[src/design/tll_pkg.sv]
// Shared types and constants for the text line layout unit.
// Depends on nothing; every other design file imports it.
`default_nettype none

package tll_pkg;

  // Field widths and fixed-point formats
  localparam int ADV_W      = 10;
  localparam int FS_W       = 16;
  localparam int WPROD_W    = ADV_W + FS_W;
  localparam int SCALE_FRAC = 16;
  localparam logic [SCALE_FRAC:0] SCALE_ONE = {1'b1, {SCALE_FRAC{1'b0}}};

  // Result status codes
  localparam logic [1:0] ST_PLACED = 2'd0;
  localparam logic [1:0] ST_EMPTY  = 2'd1;
  localparam logic [1:0] ST_BAD    = 2'd2;

  typedef enum logic [2:0] {
    REG_BOX_WIDTH,
    REG_BOX_HEIGHT,
    REG_BOX_LEFT,
    REG_BOX_TOP,
    REG_CHAR_GAP,
    REG_ALIGN_MODE,
    REG_FIT_MODE,
    REG_FONT_SCALE
  } reg_idx_t;

  typedef enum logic [2:0] {
    ALIGN_NONE,
    ALIGN_LEFT,
    ALIGN_RIGHT,
    ALIGN_CENTER_X,
    ALIGN_CENTER_XY
  } align_t;

  typedef enum logic [1:0] {
    FIT_NONE,
    FIT_WIDTH,
    FIT_BOTH
  } fit_t;

  typedef struct packed {
    logic [ADV_W-1:0] advance_width;
    logic [9:0]       cell_height;
    logic             is_newline;
    logic             last_char;
  } in_item_t;

  typedef struct packed {
    logic [5:0]         char_index;
    logic signed [15:0] pos_x;
    logic signed [15:0] pos_y;
    logic [16:0]        fit_scale;
    logic [1:0]         status;
    logic               last_result;
  } out_item_t;

  // Configuration as seen by the layout logic, modes already normalized
  typedef struct packed {
    logic [11:0]        box_width;
    logic [11:0]        box_height;
    logic signed [15:0] box_left;
    logic signed [15:0] box_top;
    logic signed [8:0]  char_gap;
    align_t             align;
    fit_t               fit;
    logic [FS_W-1:0]    font_scale;
  } cfg_t;

  // Datapath commands, one per cycle
  typedef enum logic [4:0] {
    OP_NONE,
    OP_LOAD,
    OP_BAD,
    OP_RUN_INIT,
    OP_LINE_INIT,
    OP_SCAN_MUL,
    OP_SCAN_NL,
    OP_SCAN_ADD,
    OP_LINE_ADJ,
    OP_DIVX_START,
    OP_DIVY_START,
    OP_SCX_DIV,
    OP_SCY_DIV,
    OP_SCALE_SEL,
    OP_SMUL,
    OP_ALIGN,
    OP_PUT,
    OP_EMIT_MUL,
    OP_EMIT_SC,
    OP_EMIT_ADD,
    OP_LINE_DONE,
    OP_FINISH
  } dp_op_t;

  // Datapath status back to the controller
  typedef struct packed {
    logic head_done;
    logic vert_over;
    logic scan_nl;
    logic scan_wide;
    logic scan_last;
    logic line_empty;
    logic lx_over;
    logic hy_over;
    logic div_done;
    logic emit_last;
  } dp_stat_t;

endpackage

`default_nettype wire

[src/design/tll_ctrl.sv]
// Controller of the text line layout unit: sequences load, line scan, fit,
// alignment and emission. Depends on tll_pkg; commands tll_dp.
`default_nettype none

module tll_ctrl import tll_pkg::*; (
  input  logic     clk,
  input  logic     rst_n,
  input  logic     start,
  input  logic     in_last,
  input  cfg_t     cfg,
  input  dp_stat_t stat,
  output dp_op_t   op,
  output logic     busy
);

  typedef enum logic [4:0] {
    S_IDLE, S_CHK, S_LSTART, S_SRD, S_SMUL, S_SCHK, S_LEND, S_FITX, S_DIVX,
    S_FITY, S_DIVY, S_SEL, S_SCALE, S_ALIGN, S_PUT, S_EMUL, S_ESC, S_EADD,
    S_LNEXT, S_FIN
  } state_t;

  state_t state_r, state_nxt;
  logic   busy_r;
  logic   bad_combo;
  logic   vcheck;
  logic   wcheck;
  logic   single;

  assign bad_combo = cfg.align == ALIGN_NONE && cfg.fit != FIT_NONE;
  assign vcheck    = cfg.align != ALIGN_NONE && cfg.fit != FIT_BOTH;
  assign wcheck    = cfg.align != ALIGN_NONE && cfg.fit == FIT_NONE;
  assign single    = cfg.fit != FIT_NONE || cfg.align == ALIGN_CENTER_XY;

  // Next state and command
  always_comb begin
    state_nxt = state_r;
    op        = OP_NONE;
    unique case (state_r)
      S_IDLE: begin
        if (start) begin
          op = OP_LOAD;
          if (in_last) state_nxt = S_CHK;
        end
      end
      S_CHK: begin
        if (bad_combo) begin
          op        = OP_BAD;
          state_nxt = S_IDLE;
        end else begin
          op        = OP_RUN_INIT;
          state_nxt = S_LSTART;
        end
      end
      S_LSTART: begin
        if (stat.head_done || (stat.vert_over && vcheck)) begin
          state_nxt = S_FIN;
        end else begin
          op        = OP_LINE_INIT;
          state_nxt = S_SRD;
        end
      end
      S_SRD: state_nxt = S_SMUL;
      S_SMUL: begin
        op        = OP_SCAN_MUL;
        state_nxt = S_SCHK;
      end
      S_SCHK: begin
        if (stat.scan_nl) begin
          op        = OP_SCAN_NL;
          state_nxt = S_LEND;
        end else if (stat.scan_wide && wcheck) begin
          state_nxt = S_LEND;
        end else begin
          op        = OP_SCAN_ADD;
          state_nxt = stat.scan_last ? S_LEND : S_SRD;
        end
      end
      S_LEND: begin
        if (stat.line_empty) begin
          state_nxt = S_FIN;
        end else begin
          op        = OP_LINE_ADJ;
          state_nxt = S_FITX;
        end
      end
      S_FITX: begin
        if (cfg.fit != FIT_NONE && stat.lx_over) begin
          op        = OP_DIVX_START;
          state_nxt = S_DIVX;
        end else begin
          state_nxt = S_FITY;
        end
      end
      S_DIVX: begin
        if (stat.div_done) begin
          op        = OP_SCX_DIV;
          state_nxt = S_FITY;
        end
      end
      S_FITY: begin
        if (cfg.fit == FIT_BOTH && stat.hy_over) begin
          op        = OP_DIVY_START;
          state_nxt = S_DIVY;
        end else begin
          state_nxt = S_SEL;
        end
      end
      S_DIVY: begin
        if (stat.div_done) begin
          op        = OP_SCY_DIV;
          state_nxt = S_SEL;
        end
      end
      S_SEL: begin
        op        = OP_SCALE_SEL;
        state_nxt = S_SCALE;
      end
      S_SCALE: begin
        op        = OP_SMUL;
        state_nxt = S_ALIGN;
      end
      S_ALIGN: begin
        op        = OP_ALIGN;
        state_nxt = S_PUT;
      end
      S_PUT: begin
        op        = OP_PUT;
        state_nxt = S_EMUL;
      end
      S_EMUL: begin
        op        = OP_EMIT_MUL;
        state_nxt = S_ESC;
      end
      S_ESC: begin
        op        = OP_EMIT_SC;
        state_nxt = S_EADD;
      end
      S_EADD: begin
        op        = OP_EMIT_ADD;
        state_nxt = stat.emit_last ? S_LNEXT : S_PUT;
      end
      S_LNEXT: begin
        if (single) begin
          state_nxt = S_FIN;
        end else begin
          op        = OP_LINE_DONE;
          state_nxt = S_LSTART;
        end
      end
      S_FIN: begin
        op        = OP_FINISH;
        state_nxt = S_IDLE;
      end
      default: state_nxt = S_IDLE;
    endcase
  end

  // State and registered busy
  always_ff @(posedge clk) begin
    if (!rst_n) begin
      state_r <= S_IDLE;
      busy_r  <= 1'b0;
    end else begin
      state_r <= state_nxt;
      busy_r  <= state_nxt != S_IDLE;
    end
  end

  assign busy = busy_r;

`ifndef SYNTHESIS
  a_run_busy: assert property (@(posedge clk) disable iff (!rst_n)
    start && !busy_r && in_last |=> busy_r)
    else $error("layout run did not raise busy");
`endif

endmodule

`default_nettype wire

[config.mk]
export PLATFORM = sky130hd
export DESIGN_NAME = tll_ctrl
export DESIGN_NICKNAME = d
export VERILOG_FILES = /design/src/design/tll_pkg.sv /design/src/design/tll_ctrl.sv
export SDC_FILE = /design/constraint.sdc
export NUM_CORES = 1
export LEC_CHECK = 0
export BUFFER_PORTS_ARGS = -buffer_cell sky130_fd_sc_hd__buf_2
export CAP_MARGIN = 10
export CELL_PAD_IN_SITES_DETAIL_PLACEMENT = 1
export CELL_PAD_IN_SITES_GLOBAL_PLACEMENT = 2
export CORE_MARGIN = 2
export CORE_UTILIZATION = 13
export DETAILED_ROUTE_END_ITERATION = 16
export PLACE_DENSITY = 0.84
export RECOVER_POWER = 50
export SLEW_MARGIN = 20
export SYNTH_ARGS = -nofsm -noshare
export SYNTH_HDL_FRONTEND = slang
export SYNTH_SLANG_ARGS = --single-unit
export TNS_END_PERCENT = 30
[constraint.sdc]
create_clock -name clk -period 2.4 [get_ports clk]
set_clock_uncertainty 0.05 [all_clocks]
set_input_delay 0.72 -clock clk [delete_from_list [all_inputs] [get_ports clk]]
set_output_delay 0.72 -clock clk [all_outputs]
set_load 0.02 [all_outputs]
* Word-level counts from Yosys, hierarchy flattened
Cells that the tools add are included.
** Storage, ports and cells
- Word-level logic and storage cells :: 66
- Bits of input ports :: 100
- Flip-flop bits (word level) :: 6
- Output and inout port bits :: 6
** Cells by class
- Equal/unequal tests :: 22
- Muxes and demuxes :: 27
- Reduce and logical (&&, ||, !) cells :: 15
** Operators by type and width (count)
- 5-bit case mux with 19 select lines :: 2
- 5-bit two-way mux :: 9
- 5-bit by 4-bit equality test with 1-bit output, second input constant :: 8
- 5-bit by 3-bit equality test with 1-bit output, second input constant :: 4
- 5-bit equality test, second input constant :: 4
- 4-bit two-way mux :: 5
- 3-bit two-way mux :: 6
- 5-bit by 2-bit equality test with 1-bit output, second input constant :: 2
- 1-bit logical AND :: 7
- 5-bit by 1-bit equality test with 1-bit output, second input constant :: 1
- 5-bit logical NOT :: 1
- 5-bit nonzero test :: 1
- 1-bit two-way mux :: 4
- 3-bit equality test, second input constant :: 1
- 3-bit logical NOT :: 1
- 3-bit nonzero test :: 1
- 2-bit equality test, second input constant :: 1
- 2-bit logical NOT :: 1
- 1-bit logical OR :: 2
- 2-bit two-way mux :: 1
- 2-bit inequality test, second input constant :: 1
- 2-bit nonzero test :: 1

* Longest topological paths before layout
- Word-level depth :: 7
- Depth in mapped cells :: 7
- Gate-level depth less buffers :: 5

* Worst setup path before layout
No wires, ideal clock.
- Path type :: in2out
- Start point :: input port cfg[16] (netlist name)
- End point :: output port op[4]
- Data arrival time :: 1783 ps
- Path slack :: -153 ps
- Data required time :: 1630 ps
- Buffers on the path :: 0
- Stages :: 4
- Cell sequence :: nor2_1 a21boi_1 nor3b_1 o31ai_1
** On the way
- Cells in the longest elaborated chain, start to end :: 4
** RTL lines
- from (decl) :: line tll_ctrl.sv:10 : input cfg_t cfg,
- 2-bit nonzero test :: line tll_ctrl.sv:32 : assign single = cfg.fit != FIT_NONE || cfg.align == ALIGN_CENTER_XY;
- 1-bit logical OR :: line tll_ctrl.sv:32
- 5-bit two-way mux :: line tll_ctrl.sv:143 : if (single) begin
- 5-bit case mux with 19 select lines :: line tll_ctrl.sv:38 : unique case (state_r)
- to (decl) :: line tll_ctrl.sv:12 : output dp_op_t op,
Every way passes these cells.

* Final worst setup path
- Start point :: input port cfg[20] (netlist name)
- End point :: output port op[2]
** On the way
- Cells in the longest elaborated chain, start to end :: 6
- Elaborated cells between the ends (all ways) :: 13
- Those cells by class :: eq/ne: 1; mux: 5; reduce/logical: 7
** RTL lines (line)
- 3-bit nonzero test :: tll_ctrl.sv:30, tll_ctrl.sv:31
- 1-bit logical AND, on equally long branches :: tll_ctrl.sv:31, tll_ctrl.sv:30
- 1-bit logical AND, on equally long branches :: tll_ctrl.sv:71, tll_ctrl.sv:55
- 3-bit two-way mux / 1-bit logical OR (equally long branches) :: tll_ctrl.sv:71, tll_ctrl.sv:55
- 3-bit two-way mux, on equally long branches :: tll_ctrl.sv:68, tll_ctrl.sv:55
- 5-bit case mux with 19 select lines (*) :: tll_ctrl.sv:38
Mark *: on every way between the ends. The rest lies on a longest branch, timed or not.

==> impl_metrics.json <==
{
  "cts_buffers": 3,
  "clock-root-buffer": "clkbuf_8",
  "ctsHoldBuffers": 0,
  "leakage_nw": 0.537,
  "hold_violations": 0,
  "syn_inst": 115,
  "wire_per_inst_microns": 13.9,
  "post-route-drc-count": 0,
  "period_share_pct": 110,
  "violations": "setup timing",
  "status": "finished with violations",
  "die-area_sq_mm": 0.00682,
  "totalWireLength_mm": 3.28,
  "critPathMaxStageDelay_ns": 0.42,
  "ys_warn_count": 0,
  "maxCapViolations": 0,
  "worstPathCellList": "buf_6, or3_4, a311oi_4, nand2_1, o2111ai_2, buf_6",
  "rsz0062_at_grt": "yes",
  "required_ns": 1.63,
  "syn_avg_cell_area_sq_um": 6.98,
  "min-delay-start": "state_r[3]$_SDFF_PN0_",
  "async_flop_share_pct": 0,
  "antenna_cells": 0,
  "gp_congestion": 0.831,
  "final-setup-viol-count": 4,
  "final_cell_mix": "buf_4 (27), buf_2 (15), nor2_1 (14)",
  "r2r_cells": 5,
  "hold_path_class": "reg2reg",
  "ys_seq_area_share_pct": 15.0,
  "place_ws_ns": -0.411,
  "yosysTopAreaCellShare_pct": 15.0,
  "synth_area_leaders": "dfxtp_1 (15%), nor2_1 (7.5%), nand2_1 (4.7%), o21ai_0 (4.4%), buf_2 (3.1%)",
  "slew_violations": 0,
  "cts_tree": "built",
  "cts_max_path_buffers": 2,
  "fmax_mhz": 378,
  "ys_seq_elements": 6,
  "ant_nets": 0,
  "cp-end-kind": "primary output",
  "drive_gt1_share_pct": 43.1,
  "fin_nets": 262,
  "p_per_area_mw_per_mm2": 516,
  "insertion_delay_ns": 0.22,
  "startpoint": "cfg[20]",
  "clk_pin_slew_worst_paths_ns": 0.04,
  "syn_area_sq_um": 803,
  "htree_levels": 1,
  "crit_type": "in2out",
  "synth_edf_count": 0,
  "crit_path_frequent_cell": "buf_6",
  "cts_sinks": 6,
  "drt-initial-drc-count": 71,
  "critical_path_arrival_ns": 1.88,
  "die_h_microns": 82.6,
  "fp.coreArea_sq_mm": 0.00596,
  "start_util_pct": 13.5,
  "syn-num-nets": 215,
  "drt-pass1-iter-count": 4,
  "grt_first_pass_wirelength_mm": 5.24,
  "synth_cell_types": 49,
  "portBuffers": 24,
  "grt_max_degree": 19,
  "post-route-min-period_ns": 2.65,
  "final_common_cell": "buf_4",
  "slew-limit-headroom_pct": 69.7,
  "grt_overflow": 0,
  "first_global_vias": 1081,
  "antenna_found_initial": 0,
  "via_per_inst": 4.49,
  "grt_usage_pct": 9.81,
  "post-route-util_pct": 22.1,
  "worst_pin_slew_ns": 0.454,
  "path_max_fanout": 4,
  "synthFlopType": "dfxtp_1",
  "std_cell_rows": 28,
  "syn_to_final_growth_pct": 64.0,
  "post-synth-top-area-cell": "dfxtp_1",
  "critical_path.startpoint_type": "primary input",
  "hpwl_mm": 2.62,
  "vias": 1056,
  "layout_setup_ws_ns": -0.248,
  "r2r_start": "state_r[4]$_SDFF_PN0_",
  "cp_slowest_cell": "or3_4",
  "die_w_microns": 82.6,
  "peakVddDrop_mv": 0.180,
  "ioPinCount": 106,
  "hold_depth": 3
}
-- cell families after synthesis --
group | synth area share, %
AOI/OAI and AO/OA | 38.6
xor gates and xnor gates | 1.09
DFF | 15.0
buffers and inverters | 8.25
and+or+nand+nor | 37.1
-- flip-flops by register name, summed over array words and instances, names as in the netlist --
signal / count
busy: 1
state_r: 5
-- worst max-delay path, delay by kind of cell --
family,cells,cell delay (ns)
AO/OA/AOI/OAI,2,0.39
buffers and inverters,2,0.24
AND/OR/NAND/NOR,2,0.53
-- Yosys cell counts, types with 3 or more instances --
cell type,instances
and2_1,3
a21oi_1,3
buf_2,5
nand2_1,10
nor2b_1,3
o22ai_1,3
nor2_1,16
inv_1,4
o21ai_0,7
a31oi_1,3
dfxtp_1,6
o211ai_1,3
nor3b_1,3
nand3_1,4
-- where the power goes --
part	switching, mW	internal, mW	total, mW
Sequential	0.0276	0.118	0.146
Clock	0.0400	0.107	0.148
Combinational	0.198	0.189	0.387
-- through the flow --
step / hold slack [ns] / area, sq um / TNS [ns] / std cells / power [mW]
after floorplan: 0.690 / 808 / -0.206 / 115 / 0.355
after global placement: 0.711 / 1170 / -1.21 / 229 / 0.492
after detailed placement: 0.708 / 1170 / -1.30 / 229 / 0.497
after CTS: 0.682 / 1290 / -0.751 / 235 / 0.681
after global routing: 0.707 / 1320 / -1.00 / 235 / 0.728
final: 0.659 / 1320 / -0.708 / 235 / 0.680
-- layer usage --
| metal | global-route usage, % | wire, microns |
|---|---|---|
| met4 | 0.492 | 0 |
| met5 | 0 | 0 |
| met2 | 17.9 | 1570 |
| met1 | 13.0 | 1560 |
| met3 | 0.978 | 152 |
-- area by class of cell --
class	count	area (sq um)
fill	739	4640
clock buffer	3	41.3
inverter	5	18.8
timing repair buffer	51	373
tap	75	93.8
multi-input combinational	95	668
sequential	6	123
-- repair_timing --
| action | 4_1_cts | 5_1_grt |
|---|---|---|
| pin swaps | 8 | 2 |
| gates cloned | 0 | 0 |
| buffers inserted | 3 | 0 |
| resized for setup | 16 | 8 |
| endpoints found under the setup margin | 5 | 5 |
-- final timing paths --
path / to / slack (ns)
setup / recovery: op[2] / -0.25
hold / removal: state_r[2]$_SDFF_PN0_ / 0.66
setup reg to reg: busy$_SDFF_PN0_ / 0.54
hold reg to reg: state_r[2]$_SDFF_PN0_ / 0.66
(Power assumes the default switching activity.)
