File: src/design/tll_pkg.sv
// Shared types and constants for the text line layout unit.
// Depends on nothing; every other design file imports it.
`default_nettype none

package tll_pkg;

  // Field widths and fixed-point formats
  localparam int ADV_W      = 10;
  localparam int FS_W       = 16;
  localparam int WPROD_W    = ADV_W + FS_W;
  localparam int SCALE_FRAC = 16;
  localparam logic [SCALE_FRAC:0] SCALE_ONE = {1'b1, {SCALE_FRAC{1'b0}}};

  // Result status codes
  localparam logic [1:0] ST_PLACED = 2'd0;
  localparam logic [1:0] ST_EMPTY  = 2'd1;
  localparam logic [1:0] ST_BAD    = 2'd2;

  typedef enum logic [2:0] {
    REG_BOX_WIDTH,
    REG_BOX_HEIGHT,
    REG_BOX_LEFT,
    REG_BOX_TOP,
    REG_CHAR_GAP,
    REG_ALIGN_MODE,
    REG_FIT_MODE,
    REG_FONT_SCALE
  } reg_idx_t;

  typedef enum logic [2:0] {
    ALIGN_NONE,
    ALIGN_LEFT,
    ALIGN_RIGHT,
    ALIGN_CENTER_X,
    ALIGN_CENTER_XY
  } align_t;

  typedef enum logic [1:0] {
    FIT_NONE,
    FIT_WIDTH,
    FIT_BOTH
  } fit_t;

  typedef struct packed {
    logic [ADV_W-1:0] advance_width;
    logic [9:0]       cell_height;
    logic             is_newline;
    logic             last_char;
  } in_item_t;

  typedef struct packed {
    logic [5:0]         char_index;
    logic signed [15:0] pos_x;
    logic signed [15:0] pos_y;
    logic [16:0]        fit_scale;
    logic [1:0]         status;
    logic               last_result;
  } out_item_t;

  // Configuration as seen by the layout logic, modes already normalized
  typedef struct packed {
    logic [11:0]        box_width;
    logic [11:0]        box_height;
    logic signed [15:0] box_left;
    logic signed [15:0] box_top;
    logic signed [8:0]  char_gap;
    align_t             align;
    fit_t               fit;
    logic [FS_W-1:0]    font_scale;
  } cfg_t;

  // Datapath commands, one per cycle
  typedef enum logic [4:0] {
    OP_NONE,
    OP_LOAD,
    OP_BAD,
    OP_RUN_INIT,
    OP_LINE_INIT,
    OP_SCAN_MUL,
    OP_SCAN_NL,
    OP_SCAN_ADD,
    OP_LINE_ADJ,
    OP_DIVX_START,
    OP_DIVY_START,
    OP_SCX_DIV,
    OP_SCY_DIV,
    OP_SCALE_SEL,
    OP_SMUL,
    OP_ALIGN,
    OP_PUT,
    OP_EMIT_MUL,
    OP_EMIT_SC,
    OP_EMIT_ADD,
    OP_LINE_DONE,
    OP_FINISH
  } dp_op_t;

  // Datapath status back to the controller
  typedef struct packed {
    logic head_done;
    logic vert_over;
    logic scan_nl;
    logic scan_wide;
    logic scan_last;
    logic line_empty;
    logic lx_over;
    logic hy_over;
    logic div_done;
    logic emit_last;
  } dp_stat_t;

endpackage

`default_nettype wire

File: src/design/tll_cfg.sv
// Configuration register file of the text line layout unit, APB-style access.
// Depends on tll_pkg for the register index codes and the cfg_t struct.
`default_nettype none

module tll_cfg import tll_pkg::*; (
  input  logic        clk,
  input  logic        rst_n,
  input  logic        psel,
  input  logic        penable,
  input  logic        pwrite,
  input  logic [4:0]  paddr,
  input  logic [31:0] pwdata,
  output logic [31:0] prdata,
  output logic        pready,
  output cfg_t        cfg
);

  logic [11:0] box_width_r;
  logic [11:0] box_height_r;
  logic [15:0] box_left_r;
  logic [15:0] box_top_r;
  logic [8:0]  char_gap_r;
  logic [2:0]  align_r;
  logic [1:0]  fit_r;
  logic [15:0] font_scale_r;
  reg_idx_t    reg_idx;
  logic        wr_en;

  assign reg_idx = reg_idx_t'(paddr[4:2]);
  assign wr_en   = psel && penable && pwrite;
  assign pready  = 1'b1;

  // Write registers
  always_ff @(posedge clk) begin
    if (!rst_n) begin
      box_width_r  <= 12'd640;
      box_height_r <= 12'd480;
      box_left_r   <= '0;
      box_top_r    <= '0;
      char_gap_r   <= '0;
      align_r      <= '0;
      fit_r        <= '0;
      font_scale_r <= 16'd256;
    end else if (wr_en) begin
      unique case (reg_idx)
        REG_BOX_WIDTH:  box_width_r  <= pwdata[11:0];
        REG_BOX_HEIGHT: box_height_r <= pwdata[11:0];
        REG_BOX_LEFT:   box_left_r   <= pwdata[15:0];
        REG_BOX_TOP:    box_top_r    <= pwdata[15:0];
        REG_CHAR_GAP:   char_gap_r   <= pwdata[8:0];
        REG_ALIGN_MODE: align_r      <= pwdata[2:0];
        REG_FIT_MODE:   fit_r        <= pwdata[1:0];
        REG_FONT_SCALE: font_scale_r <= pwdata[15:0];
        default: ;
      endcase
    end
  end

  // Read back
  always_comb begin
    unique case (reg_idx)
      REG_BOX_WIDTH:  prdata = 32'(box_width_r);
      REG_BOX_HEIGHT: prdata = 32'(box_height_r);
      REG_BOX_LEFT:   prdata = 32'(box_left_r);
      REG_BOX_TOP:    prdata = 32'(box_top_r);
      REG_CHAR_GAP:   prdata = 32'(char_gap_r);
      REG_ALIGN_MODE: prdata = 32'(align_r);
      REG_FIT_MODE:   prdata = 32'(fit_r);
      REG_FONT_SCALE: prdata = 32'(font_scale_r);
      default:        prdata = '0;
    endcase
  end

  // Fold unused mode codes: align acts as left, fit as no shrink
  always_comb begin
    cfg.box_width  = box_width_r;
    cfg.box_height = box_height_r;
    cfg.box_left   = $signed(box_left_r);
    cfg.box_top    = $signed(box_top_r);
    cfg.char_gap   = $signed(char_gap_r);
    cfg.align      = (align_r > 3'(ALIGN_CENTER_XY)) ? ALIGN_LEFT : align_t'(align_r);
    cfg.fit        = (fit_r > 2'(FIT_BOTH)) ? FIT_NONE : fit_t'(fit_r);
    cfg.font_scale = font_scale_r;
  end

endmodule

`default_nettype wire

File: config.mk
export PLATFORM = sky130hd
export DESIGN_NAME = tll_cfg
export DESIGN_NICKNAME = d
export VERILOG_FILES = /design/src/design/tll_pkg.sv /design/src/design/tll_cfg.sv
export SDC_FILE = /design/constraint.sdc
export NUM_CORES = 1
export LEC_CHECK = 0
export BUFFER_PORTS_ARGS = -buffer_cell sky130_fd_sc_hd__buf_2
export CORE_MARGIN = 1
export CORE_UTILIZATION = 42
export DETAILED_ROUTE_END_ITERATION = 8
export GPL_ROUTABILITY_DRIVEN = 0
export PLACE_DENSITY_LB_ADDON = 0.2
export SYNTH_ARGS = -nofsm -noshare
export SYNTH_HDL_FRONTEND = slang
export SYNTH_SLANG_ARGS = --single-unit
export TNS_END_PERCENT = 50
File: constraint.sdc
create_clock -name clk -period 1.66 [get_ports clk]
set_input_delay 0.166 -clock clk [delete_from_list [all_inputs] [get_ports clk]]
set_output_delay 0.166 -clock clk [all_outputs]
set_load 0.1 [all_outputs]
# Word-level counts from Yosys, hierarchy flattened
# Index checks and enable logic that the tools add are counted.
# classes
div_mod_pow	0
n_shift	0
n_eq_ne	7
reduce_logical	11
n_mux	3
n_lt_le_gt_ge	2
multipliers	0
addsub	0
bitwise	0
# ops
op	count
32-bit case mux with 8 select lines	1
2-bit AND reduction	8
3-bit == test (second input constant)	4
3-bit by 2-bit == test with 1-bit output (second input constant)	2
3-bit by 1-bit == test with 1-bit output (second input constant)	1
3-bit > comparator (second input constant)	1
3-bit zero test	1
3-bit two-way mux	1
2-bit > comparator (second input constant)	1
1-bit logical AND	2
2-bit two-way mux	1
# totals
latchBits	0
regBits	86
mem_bits_ro	0
memories	0
mem_bits_rw	0
out_inout_bits	119

# Logic depth before layout (Yosys ltp)
# Gate-level depths: netlist of the first run.
# logic_depth
word_depth	3
ltp_mapped	7
ltp_nobuf	4

# Least setup slack after synthesis of the first run
# No wires, ideal clock.
# synth_timing
path_kind	register -> output
startpoint	reg box_top_r[11]
endpoint	out prdata[11]
setup_slack_ns	-1.920
path_buffers	0
path_stages_with_launch	5
required_time_ns	1.494
t_arrival_ns	3.414
cell_sequence	dfxtp_1 mux2i_1 nor2_1 a21oi_1 o21ai_0
# synth_via
elab_chain_len	1
# synth_rtl
element	line	source
from (decl)	tll_cfg.sv:21	logic [15:0] box_top_r;
from (signal assigned)	tll_cfg.sv:49	REG_BOX_TOP: box_top_r <= pwdata[15:0];
32-bit case mux with 8 select lines	tll_cfg.sv:61	unique case (reg_idx)
to (decl)	tll_cfg.sv:13	output logic [31:0] prdata,
# Every way passes these cells. The select of a mux whose other input is x is not followed.

# Worst setup path in the final report of the first run
# layout_timing
startpoint	reg box_left_r[3]
endpoint	out prdata[3]
# layout_via
elab_chain_len	1
# layout_rtl
element	line	source
from (decl)	tll_cfg.sv:20	logic [15:0] box_left_r;
from (signal assigned)	tll_cfg.sv:48	REG_BOX_LEFT: box_left_r <= pwdata[15:0];
32-bit case mux with 8 select lines	tll_cfg.sv:61	
# Every way passes these cells. The select of a mux whose other input is x is not followed.

==> metrics.md, run 1 <==
| Metric | Value |
|---|---|
| Die W | 103 microns |
| Synth area leader | dfxtp_1 |
| Yosys top cell area share | 40.5% |
| DRT antenna net count | 0 |
| Ports | 161 |
| Async S/R FF share, synth | 0% |
| Clock buffer count from CTS | 9 |
| Worst-margin pin slew | 661 ps |
| Violated checks | negative setup slack |
| CP max stage delay | 380 ps |
| RSZ-0062 raised after global routing | true |
| Drt first pass iters | 5 |
| Fmax achieved | 0.513 GHz |
| Main synth FF type | dfxtp_1 |
| Hold Path Class | input pin to flip-flop |
| DR DRC count | 0 |
| Fin. Hold Viols | 0 |
| Chip height | 103 microns |
| H-tree levels | 3 |
| Ant diodes | 0 |
| CTS tree | built |
| Sequential cell area fraction in the yosys report | 40.5% |
| Post-Syn Area per Cell | 8.07 sq um |
| Number of synthesized register bits | 86 |
| Vias | 4330 |
| Largest net degree at the start of global routing | 38 |
| Clk root buf | clkbuf_8 |
| CTS Hold Bufs | 0 |
| Layout area overhead | 43.1% |
| Starting density of the core | 43.5% |
| Family with the most delay on the worst path | compound AO/OA/AOI/OAI gates |
| Fin crit period | 1950 ps |
| Crit Path Max Fanout | 2 |
| WS Path Type | flip-flop to output pin |
| Placed Cells | 793 |
| Global-route wire length before repair | 21.6 mm |
| FP Rows | 36 |
| Synthesized cell area | 4260 sq um |
| Worst path cell trace | mux2_4 > a222oi_1 > buf_4 > a21oi_4 > buf_12 |
| Skew-Pair Late Insertion Delay | 350 ps |
| Worst Skew | 0 ps |
| Fin cells | 816 |
| Number of synthesized flops with an enable pin | 0 |
| Pre-CTS setup slack | -125 ps |
| Congestion Overflow GR | 0 |
| WP data required | 1490 ps |
| Initial antenna violation count | 0 |
| GRT Total Usage | 27.3% |
| Layout cells sized above 1 | 45.1% |
| CP max stage cell | a222oi_1 |
| Max clock buf depth | 2 |
| Port Buffers | 125 |
| Final period utilization | 117% |
| Vias/cell | 5.31 |
| Critical Path AT | 1780 ps |
| P_leak | 2.53 nW |
| Final #Nets | 720 |
| Vias in the first global route | 4127 |
| Setup violators final | 8 |
| Die Area | 10500 sq um |
| Final wirelength | 14.0 mm |
| Cell variety after synth | 40 |
| Crit path buffers/inverters | 2 |
| Filler cells | 865 |
| Clock slew at the register clock pins of the worst setup and hold paths | 90 ps |
| Relative slew margins | 55.9% |
| Hpwl dp | 10.4 mm |
| Slew Viols, Final | 0 |
| Average wire per standard cell | 17.2 microns |
| CTS Sinks | 86 |
| Yosys warns | 0 |
| Cells after Synth | 527 |
| PwrDens | 741 nW/um^2 |
| Critical path startpoint category | flip-flop |
| # Max-Cap Violations | 0 |
| Ranking of synthesized cells by area | dfxtp_1 (40%), nand2_1 (13%), a21boi_1 (7.6%) |
| Outcome | complete, but fails checks |
| DRC violation total after the first TritonRoute iteration | 241 |
| Max VDD drop | 372 uV |
| Core area | 9770 sq um |
| CP Capture Type | output pin |
| Setup WS post-layout | -288 ps |
[layout make-up]
class | instances | area (sq um) | area share [%]
Multi-Input combinational cell | 394 | 2450 | 40.2
Sequential cell | 86 | 1880 | 30.9
Timing Repair Buffer | 182 | 1370 | 22.5
Tap cell | 133 | 166 | 2.73
Clock buffer | 10 | 138 | 2.26
Clock inverter | 6 | 71.3 | 1.17
Inverter | 5 | 18.8 | 0.308
[flip-flops by register name (all words and copies together), names as in the netlist]
name and flops:
box_width_r 12, box_height_r 12, align_r 3, char_gap_r 9
box_left_r 16, fit_r 2, font_scale_r 16, box_top_r 16
[timing repair]
| action | 4_1_cts | 5_1_grt |
|---|---|---|
| setup endpoints to repair | 9 | 11 |
| gates resized for setup | 14 | 4 |
| buffers inserted | 7 | 0 |
| pin swaps | 5 | 5 |
[worst min-delay path: stages]
cell,delay (ps)
buf_2,110
nand2_1,50
a21boi_1,50
[kinds of logic (layout without fill, tap and decap cells)]
kind of cell    Yosys count  in the layout  share of synthesized area, %
simple gates            221            221                          23.4
compound gates          129            129                          21.1
flops                    86             86                          40.5
buf+inv                  62            203                          8.09
mux                      27             27                          6.79
other cells               2             17                         0.176
[path summary, 6_finish.rpt]
check	from	endpoint	slack (ps)	cells after the start
hold / removal	pwdata[12]	box_left_r[12]	50	3
setup / recovery	box_left_r[3]	prdata[3]	-290	5
hold reg to reg	font_scale_r[9]	font_scale_r[9]	460	2
setup reg to reg	align_r[2]	align_r[2]	840	2
[layout by cell type (no fill, tap or decap), drive strengths merged, types with 5 or more instances in the layout]
master | Yosys | final
a21boi | 72 | 72
and2 | 5 | 5
nand2 | 150 | 150
buf | 38 | 182
o21ai | 29 | 29
mux2i | 21 | 21
nor2b | 13 | 13
inv | 5 | 5
nand3 | 14 | 14
dfxtp | 86 | 86
nor2 | 23 | 23
a221oi | 6 | 6
conb | 2 | 17
clkbuf | 19 | 10
a21oi | 7 | 7
mux2 | 5 | 5
[where the power goes]
part | leakage (nW) | switching, mW | internal [mW]
Clock | 0.0987 | 0.802 | 0.744
Combinational | 1.70 | 0.668 | 0.250
Sequential | 0.730 | 0.0141 | 2.03
[cell usage after synthesis, types with 3 or more instances]
cell       instances
o2bb2ai_1          3
nor2b_1           13
buf_4             25
a21boi_0          29
a21boi_1          43
o21ai_0           29
buf_2             13
nand2_1          150
dfxtp_1           86
a21oi_1            7
nand2b_1           3
nor3_2             3
nor2_1            19
inv_1              5
nand3_1           14
mux2i_1           21
and2_1             5
or3_1              3
mux2_2             5
clkbuf_1          18
a221oi_1           6
[layer usage]
metal / track usage [%] / routed length [microns] / up-vias
li1: - / - / 2050
met1: 34.7 / 5960 / 2072
met3: 5.02 / 928 / 30
met4: 10.0 / 297 / 0
met2: 46.2 / 6820 / 178
met5: 0 / 0 / -
[metrics by stage]
step / cell area, sq um / util, % / hold WS [ps] / power, mW / TNS [ps]
final: 6090 / 62.3 / 51.5 / 4.51 / -850
after global routing: 6090 / 62.3 / 53.3 / 4.63 / -1280
after CTS: 6080 / 62.2 / 42.4 / 4.51 / -783
after detailed placement: 5760 / 58.9 / 437 / 2.99 / -327
after global placement: 5760 / 58.9 / 431 / 2.99 / -352
after floorplan: 4620 / - / 289 / 2.76 / -1950
Note: power is estimated with default switching activity, not from simulation.
==> inputs of run 2 (changes only) <==
--- a/config.mk
+++ b/config.mk
@@ -6,6 +6,7 @@
 export NUM_CORES = 1
 export LEC_CHECK = 0
 export BUFFER_PORTS_ARGS = -buffer_cell sky130_fd_sc_hd__buf_2
+export CORE_ASPECT_RATIO = 0.9
 export CORE_MARGIN = 1
 export CORE_UTILIZATION = 42
 export DETAILED_ROUTE_END_ITERATION = 8
==> metrics.md, run 2 (synthesis results as in run 1) <==
| Metric | Value |
|---|---|
| Outcome | complete, but fails checks (unchanged) |
| Violated checks | negative setup slack (unchanged) |
| Clock buffer count from CTS | 9 (unchanged) |
| Most frequent cells in the layout | nand2_1 (149), buf_2 (109), buf_4 (45) (was nand2_1 (149), buf_2 (109), buf_4 (51)) |
| Critical path startpoint category | flip-flop (unchanged) |
| CTS Sinks | 86 (unchanged) |
| Worst r2r src | align_r[1] (was align_r[2]) |
| WL met2 | 6.35 mm (was 6.82 mm) |
| Setup violators final | 6 (was 8) |
| Final #Nets | 713 (was 720) |
| Worst Setup SP | box_left_r[3] (unchanged) |
| WHS Path Cells | 3 (unchanged) |
| Vias in the first global route | 4118 (was 4127) |
| Fin. Hold Viols | 0 (unchanged) |
| Placed Cells | 782 (was 793) |
| CP Capture Point | prdata[3] (unchanged) |
| Average wire per standard cell | 17.0 microns (was 17.2 microns) |
| Hpwl dp | 9.99 mm (was 10.4 mm) |
| Initial antenna violation count | 0 (unchanged) |
| Vias/cell | 5.29 (was 5.31) |
| Port Buffers | 125 (unchanged) |
| WS Path Type | flip-flop to output pin (unchanged) |
| Hold Path Class | input pin to flip-flop (unchanged) |
| Max clock buf depth | 2 (unchanged) |
| Fmax achieved | 0.525 GHz (was 0.513 GHz) |
| Relative slew margins | 54.2% (was 55.9%) |
| Congestion Overflow GR | 0 (unchanged) |
| Clock slew at the register clock pins of the worst setup and hold paths | 90 ps (about the same) |
| Final period utilization | 115% (was 117%) |
| DRC violation total after the first TritonRoute iteration | 275 (was 241) |
| PwrDens | 724 nW/um^2 (was 741 nW/um^2) |
| Core area | 9740 sq um (was 9770 sq um) |
| Critical Path AT | 1740 ps (was 1780 ps) |
| # Max-Cap Violations | 0 (unchanged) |
| Die W | 108 microns (was 103 microns) |
| Global-route wire length before repair | 21.6 mm (unchanged) |
| Metal3 WL | 1.04 mm (was 928 microns) |
| GRT Total Usage | 26.7% (was 27.3%) |
| R2R depth | 3 (was 2) |
| Skew-Pair Late Insertion Delay | 350 ps (about the same) |
| Reg2reg setup slack | 830 ps (was 840 ps) |
| Slew Viols, Final | 0 (unchanged) |
| Commonest non-fill, non-tap cell in the layout | nand2_1 (unchanged) |
| RSZ-0062 raised after global routing | true (unchanged) |
| Chip height | 97.5 microns (was 103 microns) |
| Worst Skew | 0 ps (unchanged) |
| Worst r2r dst | align_r[1] (was align_r[2]) |
| Clk root buf | clkbuf_8 (unchanged) |
| P_leak | 2.48 nW (was 2.53 nW) |
| Worst-margin pin slew | 686 ps (was 661 ps) |
| CTS tree | built (unchanged) |
| Ports | 161 (unchanged) |
| Die Area | 10500 sq um (about the same) |
| Starting density of the core | 43.7% (was 43.5%) |
| Top sig layer | met4 (unchanged) |
| Area of the multi-input gates | 2480 sq um (was 2450 sq um) |
| Largest net degree at the start of global routing | 87 (was 38) |
| Ant diodes | 0 (unchanged) |
| Register Area | 1880 sq um (about the same) |
| DRT antenna net count | 0 (unchanged) |
| Wl on met1 | 6.02 mm (was 5.96 mm) |
| Layout cells sized above 1 | 45.6% (was 45.1%) |
| Final wirelength | 13.7 mm (was 14.0 mm) |
| WP data required | 1490 ps (about the same) |
| CP Capture Type | output pin (unchanged) |
| H-tree levels | 3 (unchanged) |
| Filler cells | 846 (was 865) |
| Drt first pass iters | 4 (was 5) |
| Regs by FF count | box_left_r (16), box_top_r (16), font_scale_r (16) (unchanged) |
| Crit Path Max Fanout | 2 (unchanged) |
| Fin crit period | 1900 ps (was 1950 ps) |
| Pre-CTS setup slack | -107 ps (was -125 ps) |
| DR DRC count | 0 (unchanged) |
| FP Rows | 34 (was 36) |
| Vias | 4243 (was 4330) |
| Max VDD drop | 393 uV (was 372 uV) |
| Layout area overhead | 41.2% (was 43.1%) |
| Setup WS post-layout | -243 ps (was -288 ps) |
| Fin cells | 802 (was 816) |
[run 2: worst max-delay path, stage by stage (launching register included)]
cell and delay (ps):
dfxtp_4 350, mux2_4 280, a222oi_1 330, buf_4 190
a21oi_4 50, buf_12 160
[run 2: final cells by class]
cell class,instances,share of cell area [%]
multi-input cells,394,41.3
flip-flops and latches,86,31.3
repair buffers,175,21.4
well taps,126,2.62
clock buffers,12,2.58
clock inverters,4,0.479
inverters,5,0.312
[run 2: what timing repair did]
| action | in CTS | in global routing |
|---|---|---|
| setup buffers | 4 | 0 |
| hold buffers | 0 | 0 |
| resized for setup | 12 | 18 |
| endpoints found under the setup margin | 7 | 11 |
| endpoints found under the hold margin | 0 | 0 |
| gates cloned | 0 | 0 |
| pin swaps | 5 | 4 |
[run 2: through the flow]
| step | total power [mW] | utilization, % | TNS, ps | hold slack (ps) | instance area [sq um] |
|---|---|---|---|---|---|
| global route | 4.52 | 61.7 | -1030 | 51.4 | 6010 |
| CTS | 4.36 | 61.0 | -688 | 51.1 | 5940 |
| global placement | 2.97 | 58.3 | -162 | 431 | 5680 |
| detailed placement | 2.98 | 58.3 | -111 | 440 | 5680 |
| finish | 4.35 | 61.7 | -620 | 61.6 | 6010 |
| floorplan | 2.76 | - | -1950 | 289 | 4620 |
[run 2: how the worst min path moves through the flow]
stage,start,to
after global routing,pwdata[13],box_left_r[13]
after detailed placement,pwdata[13],box_top_r[13]
after CTS,pwdata[14],font_scale_r[14]
final,pwdata[13],box_top_r[13]
after floorplan,pwdata[5],box_height_r[5]
after global placement,pwdata[14],font_scale_r[14]
[run 2: report_power, final]
part | internal, mW | total, mW | switching [mW]
sequential | 2.03 | 2.05 | 0.0147
clock | 0.633 | 1.39 | 0.761
combinational | 0.245 | 0.911 | 0.667
[run 2: layer usage]
metal | GRT usage (%) | up-vias
met5 | 0 | -
met4 | 10.1 | 0
met3 | 5.57 | 22
met2 | 42.3 | 173
met1 | 35.2 | 2017
li1 | - | 2031
==> inputs of run 3 (changes only) <==
--- a/config.mk
+++ b/config.mk
@@ -5,6 +5,7 @@
 export SDC_FILE = /design/constraint.sdc
 export NUM_CORES = 1
 export LEC_CHECK = 0
+export ABC_AREA = 1
 export BUFFER_PORTS_ARGS = -buffer_cell sky130_fd_sc_hd__buf_2
 export CORE_ASPECT_RATIO = 0.9
 export CORE_MARGIN = 1
==> metrics.md, run 3 <==
| Metric | Value |
|---|---|
| Skew-Pair Late Insertion Delay | 350 ps (about the same) |
| Sequential cell area fraction in the yosys report | 40.6% (was 40.5%) |
| Async S/R FF share, synth | 0% (unchanged) |
| FP Rows | 34 (unchanged) |
| Layout area overhead | 29.7% (was 41.2%) |
| Synth area leader | dfxtp_1 (unchanged) |
| Slew Viols, Final | 0 (unchanged) |
| Clk root buf | clkbuf_8 (unchanged) |
| # Max-Cap Violations | 0 (unchanged) |
| Commonest cells in the netlist | nor2_1 (143), nand2_1 (87), dfxtp_1 (86) (was nand2_1 (150), dfxtp_1 (86), a21boi_1 (43)) |
| Synthesized cell area | 4240 sq um (was 4260 sq um) |
| Outcome | finished clean (was complete, but fails checks) |
| Initial antenna violation count | 0 (unchanged) |
| Total Negative Setup Slacks | 0 ps (was -620 ps) |
| Number of synthesized register bits | 86 (unchanged) |
| Hold Path Class | input pin to flip-flop (unchanged) |
| GRT Total Usage | 26.0% (was 26.7%) |
| Ant diodes | 0 (unchanged) |
| WP data required | 1490 ps (about the same) |
| PwrDens | 851 nW/um^2 (was 724 nW/um^2) |
| Hold_ws | 75.5 ps (was 61.6 ps) |
| Critical Path AT | 1410 ps (was 1740 ps) |
| Final Cell Area | 5500 sq um (was 6010 sq um) |
| Setup WS post-layout | 79.9 ps (was -243 ps) |
| Filler cells | 926 (was 846) |
| Worst Setup SP | align_r[2] (was box_left_r[3]) |
| Most frequent cell after synthesis | nor2_1 (was nand2_1) |
| Yosys warns | 0 (unchanged) |
| Fin crit period | 1580 ps (was 1900 ps) |
| Critical path startpoint category | flip-flop (unchanged) |
| Cell variety after synth | 25 (was 40) |
| RSZ-0062 raised after global routing | false (was true) |
| Ports | 161 (unchanged) |
| Clock slew at the register clock pins of the worst setup and hold paths | 90 ps (about the same) |
| Chip height | 97.3 microns (was 97.5 microns) |
| DR DRC count | 0 (unchanged) |
| P_leak | 2.80 nW (was 2.48 nW) |
| Hold path startpoint | pwdata[14] (was pwdata[13]) |
| Vias/cell | 5.32 (was 5.29) |
| Placed Cells | 834 (was 782) |
| Most frequent cells in the layout | nor2_1 (143), buf_2 (107), nand2_1 (87) (was nand2_1 (149), buf_2 (109), buf_4 (45)) |
| Cell Area, Placed | 5270 sq um (was 5680 sq um) |
| Commonest non-fill, non-tap cell in the layout | nor2_1 (was nand2_1) |
| Ranking of synthesized cells by area | dfxtp_1 (41%), nor2_1 (13%), o21ai_0 (9.1%) (was dfxtp_1 (40%), nand2_1 (13%), a21boi_1 (7.6%)) |
| Clock buffer count from CTS | 9 (unchanged) |
| Vias in the first global route | 4086 (was 4118) |
| Fmax achieved | 0.633 GHz (was 0.525 GHz) |
| Drt first pass iters | 4 (unchanged) |
| DRT antenna net count | 0 (unchanged) |
| Worst Skew | 0 ps (unchanged) |
| Vias | 4511 (was 4243) |
| Fin. Hold Viols | 0 (unchanged) |
| CTS Hold Bufs | 0 (unchanged) |
| Final #Nets | 761 (was 713) |
| H-tree levels | 3 (unchanged) |
| Regs by FF count | box_left_r (16), box_top_r (16), font_scale_r (16) (unchanged) |
| Post-CTS Setup Inserts | 0 (was 4) |
| CTS tree | built (unchanged) |
| Average wire per standard cell | 16.0 microns (was 17.0 microns) |
| CTS Sinks | 86 (unchanged) |
| Cells after Synth | 600 (was 527) |
| Register Area | 1790 sq um (was 1880 sq um) |
| Max VDD drop | 556 uV (was 393 uV) |
| Worst r2r src | box_top_r[9] (was align_r[1]) |
| WS Path Type | flip-flop to output pin (unchanged) |
| Post-Syn Area per Cell | 7.06 sq um (was 8.07 sq um) |
| CP Capture Type | output pin (unchanged) |
| Final wirelength | 13.6 mm (was 13.7 mm) |
| Number of synthesized flops with an enable pin | 0 (unchanged) |
| Main synth FF type | dfxtp_1 (unchanged) |
| Port Buffers | 125 (unchanged) |
| Core area | 9740 sq um (unchanged) |
| Area of the multi-input gates | 2110 sq um (was 2480 sq um) |
| Pre-CTS setup slack | 136 ps (was -107 ps) |
| Hpwl dp | 9.45 mm (was 9.99 mm) |
| Die Area | 10500 sq um (about the same) |
| Util after Layout | 56.4% (was 61.7%) |
| Final period utilization | 95.2% (was 115%) |
| Layout cells sized above 1 | 34.1% (was 45.6%) |
| Die W | 108 microns (about the same) |
| Starting density of the core | 43.5% (was 43.7%) |
| Global-route wire length before repair | 21.0 mm (was 21.6 mm) |
| Congestion Overflow GR | 0 (unchanged) |
| Yosys top cell area share | 40.6% (was 40.5%) |
| Fin cells | 848 (was 802) |
| DRC violation total after the first TritonRoute iteration | 274 (was 275) |
| Max clock buf depth | 2 (unchanged) |
| Largest net degree at the start of global routing | 87 (unchanged) |
| Crit Path Max Fanout | 4 (was 2) |
| PnR Total Power | 4.68 mW (was 4.35 mW) |
| Setup violators final | 0 (was 6) |
## run 3: routing by layer
layer / wire (microns) / share of wire, % / GRT usage (%)
met2: 6110 / 45 / 40.0
met3: 965 / 7.1 / 4.90
met1: 6170 / 45 / 35.6
met4: 348 / 2.6 / 10.2
met5: 0 / 0 / 0
## run 3: cell families after synthesis
| logic type | share of synthesized area, % |
|---|---|
| AO/OA/AOI/OAI | 10.1 |
| other | 0.177 |
| buffers and inverters | 12.0 |
| AND/OR/NAND/NOR | 37.1 |
| flip-flops | 40.6 |
## run 3: timing repair
action	4_1_cts	5_1_grt
hold endpoints to repair	0	0
resized for setup	0	2
endpoints found under the setup margin	0	2
## run 3: power by group
group	total [mW]	internal (mW)	switching, mW
clock network	1.72	0.978	0.742
registers	2.11	2.09	0.0222
logic	0.846	0.157	0.690
## run 3: path summary, 6_finish.rpt
check,end,slack [ps],depth (start not counted)
setup / recovery,cfg[18],80,3
hold / removal,font_scale_r[14],80,3
setup reg to reg,box_top_r[9],910,2
hold reg to reg,box_height_r[7],470,2
## run 3: layout make-up
cell class,instances,share of cell area [%]
multi-input cells,444,38.4
clock inverters,5,1.82
inverters,29,2.07
clock buffers,9,2.25
well taps,126,2.87
flip-flops and latches,86,32.5
repair buffers,149,20.0
## run 3: worst max-delay path, cell delays in order, from the launching register on
cell	delay, ps
dfxtp_1	420
inv_1	80
o21ai_1	120
buf_2	430
